[src/sv/bmhq_pkg.sv]
// Shared constants, request codes and transfer structs for the min-heap queue.
package bmhq_pkg;

    localparam int CAPACITY = 64;
    localparam int AW       = $clog2(CAPACITY);      // key store address width
    localparam int CW       = $clog2(CAPACITY + 1);  // fill count width
    localparam int IW       = AW + 2;                // child index width
    localparam int KW       = 32;
    localparam int ECW      = 7;                     // entry_count field width

    localparam logic signed [KW-1:0] INT_MAX = 32'sh7FFF_FFFF;

    // request codes
    localparam logic [1:0] REQ_INSERT = 2'd0;
    localparam logic [1:0] REQ_DELETE = 2'd1;
    localparam logic [1:0] REQ_PEEK   = 2'd2;

    // status codes
    localparam logic [1:0] ST_OK        = 2'd0;
    localparam logic [1:0] ST_FULL      = 2'd1;
    localparam logic [1:0] ST_EMPTY_DEL = 2'd2;

    typedef struct packed {
        logic [1:0]           req_type;
        logic signed [KW-1:0] key_value;
    } t_req;

    typedef struct packed {
        logic signed [KW-1:0] min_value;
        logic                 is_empty;
        logic [ECW-1:0]       entry_count;
        logic [1:0]           status;
    } t_rsp;

    // result of the shared key compare unit
    typedef struct packed {
        logic                 lt;
        logic signed [KW-1:0] min_key;
    } t_cmp;

endpackage

[src/sv/binary_min_heap_queue_core.sv]
// Binary min-heap priority queue: key store, sift sequencer and result register.
// Peek, full insert and empty delete set the done flag on the accept; the strobe is registered from it.
// Insert: busy while sifting up, one level per S_UP_CHK/S_UP_CMP pass.
// Delete: busy while sifting down, one level per S_DN_CHK/S_DN_L/S_DN_R/S_DN_MOVE pass.
// The single-read-port key store sets the per-level cost; one item at a time.
// Synchronous active-low reset empties the heap; the receiver cannot stall.
module binary_min_heap_queue_core (
    input  logic             i_clk,
    input  logic             i_rst_n,
    input  logic             start,
    output logic             busy,
    input  bmhq_pkg::t_req   i_req,
    output logic             o_strobe,
    output bmhq_pkg::t_rsp   o_rsp
);
    import bmhq_pkg::*;

    typedef enum logic [2:0] {
        S_IDLE,
        S_UP_CHK,
        S_UP_CMP,
        S_DN_LAST,
        S_DN_CHK,
        S_DN_L,
        S_DN_R,
        S_DN_MOVE
    } t_state;

    t_state               r_state;
    logic                 r_done;
    logic [CW-1:0]        r_fill;
    logic [AW-1:0]        r_pos;
    logic [AW-1:0]        r_best;
    logic                 r_mv;
    logic signed [KW-1:0] r_key;
    logic signed [KW-1:0] r_bv;
    logic signed [KW-1:0] r_root;
    logic [1:0]           r_status;
    logic                 r_strobe;
    t_rsp                 r_rsp;

    logic signed [KW-1:0] r_mem [CAPACITY];
    logic signed [KW-1:0] r_rd;

    logic                 w_we;
    logic [AW-1:0]        w_wa;
    logic signed [KW-1:0] w_wd;
    logic [AW-1:0]        w_ra;
    logic signed [KW-1:0] w_ca;
    logic signed [KW-1:0] w_cb;
    t_cmp                 w_cmp;
    logic [IW-1:0]        w_left;
    logic [IW-1:0]        w_right;
    logic [AW-1:0]        w_parent;
    logic                 w_accept;
    logic [CW-1:0]        w_fill_dec;

    assign busy       = (r_state != S_IDLE) || r_done;
    assign w_accept   = start && !busy;
    assign w_left     = {1'b0, r_pos, 1'b1};
    assign w_right    = w_left + IW'(1);
    assign w_parent   = AW'((r_pos - AW'(1)) >> 1);
    assign w_fill_dec = r_fill - CW'(1);

    // shared compare unit
    bmhq_cmp u_cmp (
        .i_a   (w_ca),
        .i_b   (w_cb),
        .o_res (w_cmp)
    );

    // compare operand select
    always_comb begin
        unique case (r_state)
            S_UP_CMP: begin
                w_ca = r_key;
                w_cb = r_rd;
            end
            S_DN_R: begin
                w_ca = r_rd;
                w_cb = r_bv;
            end
            default: begin
                w_ca = r_rd;
                w_cb = r_key;
            end
        endcase
    end

    // key store read and write addressing
    always_comb begin
        w_we = 1'b0;
        w_wa = r_pos;
        w_wd = r_key;
        w_ra = r_pos;
        unique case (r_state)
            S_IDLE: begin
                w_ra = w_fill_dec[AW-1:0];
            end
            S_UP_CHK: begin
                w_ra = w_parent;
                if (r_pos == '0) begin
                    w_we = 1'b1;
                end
            end
            S_UP_CMP: begin
                w_we = 1'b1;
                if (w_cmp.lt) begin
                    w_wd = r_rd;
                end
            end
            S_DN_CHK: begin
                w_ra = w_left[AW-1:0];
                if (w_left >= IW'(r_fill)) begin
                    w_we = 1'b1;
                end
            end
            S_DN_L: begin
                w_ra = w_right[AW-1:0];
            end
            S_DN_MOVE: begin
                w_we = 1'b1;
                if (r_mv) begin
                    w_wd = r_bv;
                end
            end
            default: begin
                w_we = 1'b0;
            end
        endcase
    end

    // key store: one write port, one registered read port
    always_ff @(posedge i_clk) begin
        if (w_we) begin
            r_mem[w_wa] <= w_wd;
        end
        r_rd <= r_mem[w_ra];
    end

    // sequencer, root copy and result register
    always_ff @(posedge i_clk) begin
        if (!i_rst_n) begin
            r_state  <= S_IDLE;
            r_done   <= 1'b0;
            r_fill   <= '0;
            r_strobe <= 1'b0;
            r_status <= ST_OK;
        end else begin
            r_strobe <= 1'b0;
            if (w_we && (w_wa == '0)) begin
                r_root <= w_wd;
            end
            if (r_done) begin
                r_done               <= 1'b0;
                r_strobe             <= 1'b1;
                r_rsp.min_value      <= (r_fill == '0) ? INT_MAX : r_root;
                r_rsp.is_empty       <= (r_fill == '0);
                r_rsp.entry_count    <= ECW'(r_fill);
                r_rsp.status         <= r_status;
            end
            unique case (r_state)
                S_IDLE: begin
                    if (w_accept) begin
                        r_status <= ST_OK;
                        r_key    <= i_req.key_value;
                        r_pos    <= '0;
                        priority if (i_req.req_type == REQ_INSERT) begin
                            if (r_fill >= CW'(CAPACITY)) begin
                                r_status <= ST_FULL;
                                r_done   <= 1'b1;
                            end else begin
                                r_fill  <= r_fill + CW'(1);
                                r_pos   <= r_fill[AW-1:0];
                                r_state <= S_UP_CHK;
                            end
                        end else if (i_req.req_type == REQ_DELETE) begin
                            if (r_fill == '0) begin
                                r_status <= ST_EMPTY_DEL;
                                r_done   <= 1'b1;
                            end else begin
                                r_fill  <= w_fill_dec;
                                r_state <= S_DN_LAST;
                            end
                        end else begin
                            r_done <= 1'b1;
                        end
                    end
                end
                S_UP_CHK: begin
                    if (r_pos == '0) begin
                        r_state <= S_IDLE;
                        r_done  <= 1'b1;
                    end else begin
                        r_state <= S_UP_CMP;
                    end
                end
                S_UP_CMP: begin
                    if (w_cmp.lt) begin
                        r_pos   <= w_parent;
                        r_state <= S_UP_CHK;
                    end else begin
                        r_state <= S_IDLE;
                        r_done  <= 1'b1;
                    end
                end
                S_DN_LAST: begin
                    if (r_fill == '0) begin
                        r_state <= S_IDLE;
                        r_done  <= 1'b1;
                    end else begin
                        r_key   <= r_rd;
                        r_state <= S_DN_CHK;
                    end
                end
                S_DN_CHK: begin
                    if (w_left >= IW'(r_fill)) begin
                        r_state <= S_IDLE;
                        r_done  <= 1'b1;
                    end else begin
                        r_state <= S_DN_L;
                    end
                end
                S_DN_L: begin
                    r_bv   <= w_cmp.min_key;
                    r_mv   <= w_cmp.lt;
                    r_best <= w_left[AW-1:0];
                    if (w_right < IW'(r_fill)) begin
                        r_state <= S_DN_R;
                    end else begin
                        r_state <= S_DN_MOVE;
                    end
                end
                S_DN_R: begin
                    if (w_cmp.lt) begin
                        r_bv   <= r_rd;
                        r_mv   <= 1'b1;
                        r_best <= w_right[AW-1:0];
                    end
                    r_state <= S_DN_MOVE;
                end
                S_DN_MOVE: begin
                    if (r_mv) begin
                        r_pos   <= r_best;
                        r_state <= S_DN_CHK;
                    end else begin
                        r_state <= S_IDLE;
                        r_done  <= 1'b1;
                    end
                end
                default: begin
                    r_state <= S_IDLE;
                end
            endcase
        end
    end

    assign o_strobe = r_strobe;
    assign o_rsp    = r_rsp;

`ifndef ASSERT_OFF
    a_fill_bound: assert property (@(posedge i_clk) disable iff (!i_rst_n)
        r_fill <= CW'(CAPACITY))
        else $error("fill count beyond capacity");

    a_write_in_range: assert property (@(posedge i_clk) disable iff (!i_rst_n)
        w_we |-> (CW'(w_wa) < r_fill))
        else $error("key store write beyond fill count");

    a_accept_busy: assert property (@(posedge i_clk) disable iff (!i_rst_n)
        w_accept |=> busy)
        else $error("accepted transfer did not raise busy");

    a_strobe_pulse: assert property (@(posedge i_clk) disable iff (!i_rst_n)
        o_strobe |=> !o_strobe)
        else $error("result strobe longer than one cycle");

    a_empty_flag: assert property (@(posedge i_clk) disable iff (!i_rst_n)
        o_strobe |-> (o_rsp.is_empty == (o_rsp.entry_count == '0)))
        else $error("empty flag disagrees with entry count");
`endif

endmodule

[src/sv/bmhq_cmp.sv]
// Shared signed key compare unit: strict less-than and the smaller key.
module bmhq_cmp (
    input  logic signed [bmhq_pkg::KW-1:0] i_a,
    input  logic signed [bmhq_pkg::KW-1:0] i_b,
    output bmhq_pkg::t_cmp                 o_res
);
    import bmhq_pkg::*;

    // on a tie keep the second operand
    always_comb begin
        o_res.lt      = (i_a < i_b);
        o_res.min_key = o_res.lt ? i_a : i_b;
    end

endmodule
[config.mk]
export PLATFORM = sky130hd
export DESIGN_NAME = binary_min_heap_queue_core
export DESIGN_NICKNAME = d
export VERILOG_FILES = /design/src/sv/bmhq_pkg.sv /design/src/sv/binary_min_heap_queue_core.sv /design/src/sv/bmhq_cmp.sv
export SDC_FILE = /design/constraint.sdc
export NUM_CORES = 2
export LEC_CHECK = 0
export ABC_AREA = 1
export BUFFER_PORTS_ARGS = -buffer_cell sky130_fd_sc_hd__clkbuf_2
export CAP_MARGIN = 10
export CORE_AREA = 4 4 379 475
export DETAILED_ROUTE_END_ITERATION = 16
export DIE_AREA = 0 0 383 479
export HOLD_SLACK_MARGIN = 0.06
export PLACE_DENSITY = 0.74
export SKIP_CTS_REPAIR_TIMING = 1
export SYNTH_ARGS = -nofsm -noshare
export SYNTH_HDL_FRONTEND = slang
export SYNTH_SLANG_ARGS = --single-unit
[constraint.sdc]
create_clock -name i_clk -period 15.23 [get_ports i_clk]
set_input_delay 2.2845 -clock i_clk [delete_from_list [all_inputs] [get_ports i_clk]]
set_output_delay 2.2845 -clock i_clk [all_outputs]
set_load 0.1 [all_outputs]
==> implementation parameters <==
Parameter                              Value

Worst setup path
  Data required, critical path ... 15.99 ns
  Buffer and inverter count on the worst path ... 6
  Largest delay share family, worst path ... buffers and inverters
  Critical path startpoint category ... flop
  Slowest Stage Delay on Critical Path ... 0.81 ns
  Largest fanout on the critical path ... 225
  CP most frequent cell ... sky130_fd_sc_hd__nand2_1
  Critical path type ... flop to flop
  Chain of cells forming the critical path ... inv_2, nand2_2, nor2_2, inv_2, o21ai_2, o21ai_4, buf_12, buf_12, buf_12, buf_4, nand2_1, o21ai_0, nor2_1, nor2_1, o21ai_1, nand2_1, nand2_1, nand2_1, nand3_1, nand2_1
  Type of destination of the critical path ... flop
  Endpoint arrival time on the critical path ... 7.02 ns
  Master of the slowest instance on the critical path ... sky130_fd_sc_hd__buf_4

Pwr
  Max rail drop VDD ... 0.000234 V
  P per Cell Area ... 231 nW/um^2
  Leak pwr ... 38.7 nW

Finish
  Final instance area ... 106000 sq um
  Multi-input gate area in the final layout ... 23100 sq um
  Share of cells above drive strength 1 ... 7.89%
  Highest-count cells in the layout ignoring fill and taps ... sky130_fd_sc_hd__edfxtp_1, sky130_fd_sc_hd__nand2_1, sky130_fd_sc_hd__inv_1, sky130_fd_sc_hd__o21ai_1, sky130_fd_sc_hd__o21ai_0
  Storage element area ... 67000 sq um
  Commonest non-fill, non-tap cell in the layout ... sky130_fd_sc_hd__edfxtp_1
  Net count reported at finish ... 8727
  Signed area change from the synthesized netlist to the final layout ... 9.91%
  Number of filler instances in the final layout ... 13600

Timing
  Worst Hold Slack ... 0.436 ns
  Post-route clock period utilization ... 41.1%
  Final Slew Violations ... 0
  Worst clock skew on the final layout ... 0.0334 ns
  Number of hold violations in the final report ... 0
  Setup repair after global routing missed its margin ... false
  Highest achievable clock rate ... 160 MHz
  Final TNS setup ... 0 ns
  Final count of negative-setup-slack endpoints ... 0
  Min cycle time layout ... 6.26 ns
  Least-Margin Pin Slew ... 1.13 ns
  Remaining max-slew budget at the tightest pin ... 24.7%

Floorplanning
  Total Die Area ... 183000 sq um
  Number of placed I/O pins ... 81
  Overall die height ... 479 um
  Std cell rows ... 172
  Effective utilization at floorplan ... 54.9%
  Width of the chip ... 383 um
  Core outline area ... 175000 sq um

Route
  Final routed DRC violation total ... 0
  Via Count ... 66000
  Iteration-0 DRC count of the detailed router ... 9308
  Initial DRT Pass Iterations ... 6
  Total wirelength of the detailed-routed design ... 276000 um
  Post-DR wirelength/cell ... 24.7 um
  Via density ... 5.91
  Antenna Violating Nets Remaining ... 0

CTS
  Clock input transition at the sequential cells of the worst setup and hold paths ... 0.06 ns
  Number of buffers created by CTS ... 203
  Source-to-sink clock delay at the later pin of the worst-skew pair ... 0.86 ns
  Clock tree buffer depth ... 3
  Cell at the root of the clock tree ... sky130_fd_sc_hd__clkbuf_16
  Clock sinks ... 2245
  Number of H-tree branching levels ... 4
  TritonCTS clock tree ... built

Global route
  Global routing usage summed across all routing layers ... 29.4%
  Wire length of the first global-routing pass ... 398000 um
  Antenna violations before repair ... 15
  Largest net degree at the start of global routing ... 265
  Total congestion overflow ... 0
  Number of global-route vias before repair ... 62100

Place
  HPWL after detailed placement ... 147000 um
  Routability congestion estimate ... 0.896
  Area of placed instances ... 99100 sq um
  Count of input and output buffers ... 80

Synthesis
  Fraction of the yosys area taken by sequential cells ... 69.7%
  Number of flops mapped to enable cells by yosys ... 2199
  Area contributors post-synth ... sky130_fd_sc_hd__edfxtp_1, sky130_fd_sc_hd__nand2_1, sky130_fd_sc_hd__inv_1
  Count of distinct cell types in the synthesized netlist ... 46
  Gate Count Post-Synth ... 8720
  Area of the mapped netlist ... 96100 sq um
  Synthesis-stage register bit count ... 2245
  Syn avg cell area ... 11.0 sq um
  Fraction of synthesis flops using an asynchronous set or reset pin ... 0%
  Synth top area share ... 68.7%
  Yosys warns ... 0
  Top cell type by total area after synthesis ... sky130_fd_sc_hd__edfxtp_1
  Main synth FF type ... sky130_fd_sc_hd__edfxtp_1
  Syn nets ... 8804

Outcome
  Status ... complete, no violations

Min path
  Type of the tightest min-delay check ... flop to flop

Run
  Count of maximum capacitance violations ... 0
## flip-flops by register name (all words and copies together) (netlist names)
register and cells:
r_fill 7, r_done 1, r_best 6, r_state 3, r_mem 2048, r_mv 1, r_key 32, o_rsp 42
r_status 2, o_strobe 1, r_root 32, r_rd 32, r_bv 32, r_pos 6
## per-stage QoR
stage / setup WS, ns / utilization, % / cells / power [mW]
6_report: 8.97 / 60.3 / 11200 / 24.4
4_1_cts: 9.20 / 60.3 / 11200 / 24.2
5_1_grt: 8.60 / 60.3 / 11200 / 25.5
3_5_place_dp: 9.27 / 56.6 / 10800 / 19.2
3_3_place_gp: 9.29 / 56.6 / 10800 / 19.0
2_1_floorplan: 9.79 / - / 8720 / 15.1
## worst reg2reg max path, stage by stage (launching register included)
cell and delay (ns):
sky130_fd_sc_hd__dfxtp_1 0.64, sky130_fd_sc_hd__inv_2 0.30, sky130_fd_sc_hd__nand2_2 0.15, sky130_fd_sc_hd__nor2_2 0.06, sky130_fd_sc_hd__inv_2 0.12, sky130_fd_sc_hd__o21ai_2 0.08
sky130_fd_sc_hd__o21ai_4 0.08, sky130_fd_sc_hd__buf_12 0.56, sky130_fd_sc_hd__buf_12 0.80, sky130_fd_sc_hd__buf_12 0.62, sky130_fd_sc_hd__buf_4 1.17, sky130_fd_sc_hd__nand2_1 0.18
sky130_fd_sc_hd__o21ai_0 0.12, sky130_fd_sc_hd__nor2_1 0.06, sky130_fd_sc_hd__nor2_1 0.14, sky130_fd_sc_hd__o21ai_1 0.08, sky130_fd_sc_hd__nand2_1 0.11, sky130_fd_sc_hd__nand2_1 0.05
sky130_fd_sc_hd__nand2_1 0.22, sky130_fd_sc_hd__nand3_1 0.45, sky130_fd_sc_hd__nand2_1 0.17
## report_power, final
part	total, mW	switching (mW)	internal (mW)	leakage (nW)
Combinational	11.3	8.62	2.68	15.3
Sequential	8.06	0.232	7.83	20.2
Clock	5.02	2.25	2.77	3.20
Total	24.4	11.1	13.3	38.7
## logic make-up after synthesis
group	after synthesis	share of synthesized area, %
xor+xnor	12	0.109
fa+ha+maj	47	0.612
flops	2245	69.7
mux	2	0.0234
compound gates	2007	11.3
buf+inv	1691	7.07
simple gates	2716	11.2
## Yosys cell counts (46+ instances only)
| library cell | instances |
|---|---|
| sky130_fd_sc_hd__edfxtp_1 | 2199 |
| sky130_fd_sc_hd__nand2_1 | 1720 |
| sky130_fd_sc_hd__inv_1 | 1167 |
| sky130_fd_sc_hd__o21ai_1 | 795 |
| sky130_fd_sc_hd__o21ai_0 | 734 |
| sky130_fd_sc_hd__nor2_1 | 637 |
| sky130_fd_sc_hd__nand3_1 | 272 |
| sky130_fd_sc_hd__buf_2 | 246 |
| sky130_fd_sc_hd__clkbuf_1 | 213 |
| sky130_fd_sc_hd__a21oi_1 | 118 |
| sky130_fd_sc_hd__a211oi_1 | 112 |
| sky130_fd_sc_hd__o22ai_1 | 97 |
| sky130_fd_sc_hd__o211ai_1 | 64 |
| sky130_fd_sc_hd__ha_1 | 47 |
| sky130_fd_sc_hd__dfxtp_1 | 46 |
## layout make-up
cell class | count | share of cell area (%)
antenna | 2 | 0.00474
clock buffer | 280 | 5.38
multi-input combinational | 4784 | 21.9
timing repair buffer | 228 | 1.56
sequential | 2245 | 63.4
clock inverter | 105 | 0.820
tap | 2349 | 2.78
inverter | 1181 | 4.21
## final timing paths
check | start | to | cells after the start | slack, ns
setup reg to reg | r_state[1] | r_rd[15] | 20 | 8.97
hold reg to reg | r_status[0] | o_rsp[0] | 0 | 0.44
hold / removal | r_status[0] | o_rsp[0] | 0 | 0.44
setup / recovery | r_state[1] | r_rd[15] | 20 | 8.97
## routing by layer
metal  vias to the layer above  part of all wire [%]  track usage (%)  routed length, um
li1                      29700                     -                -                  -
met1                     31600                    36             37.4              98400
met5                         -                 0.021                0                 58
met3                       775                    11             5.59              31100
met4                        10                   7.2             18.6              19900
met2                      3926                    46             46.8             126000
Note: power is estimated with default switching activity, not from simulation.
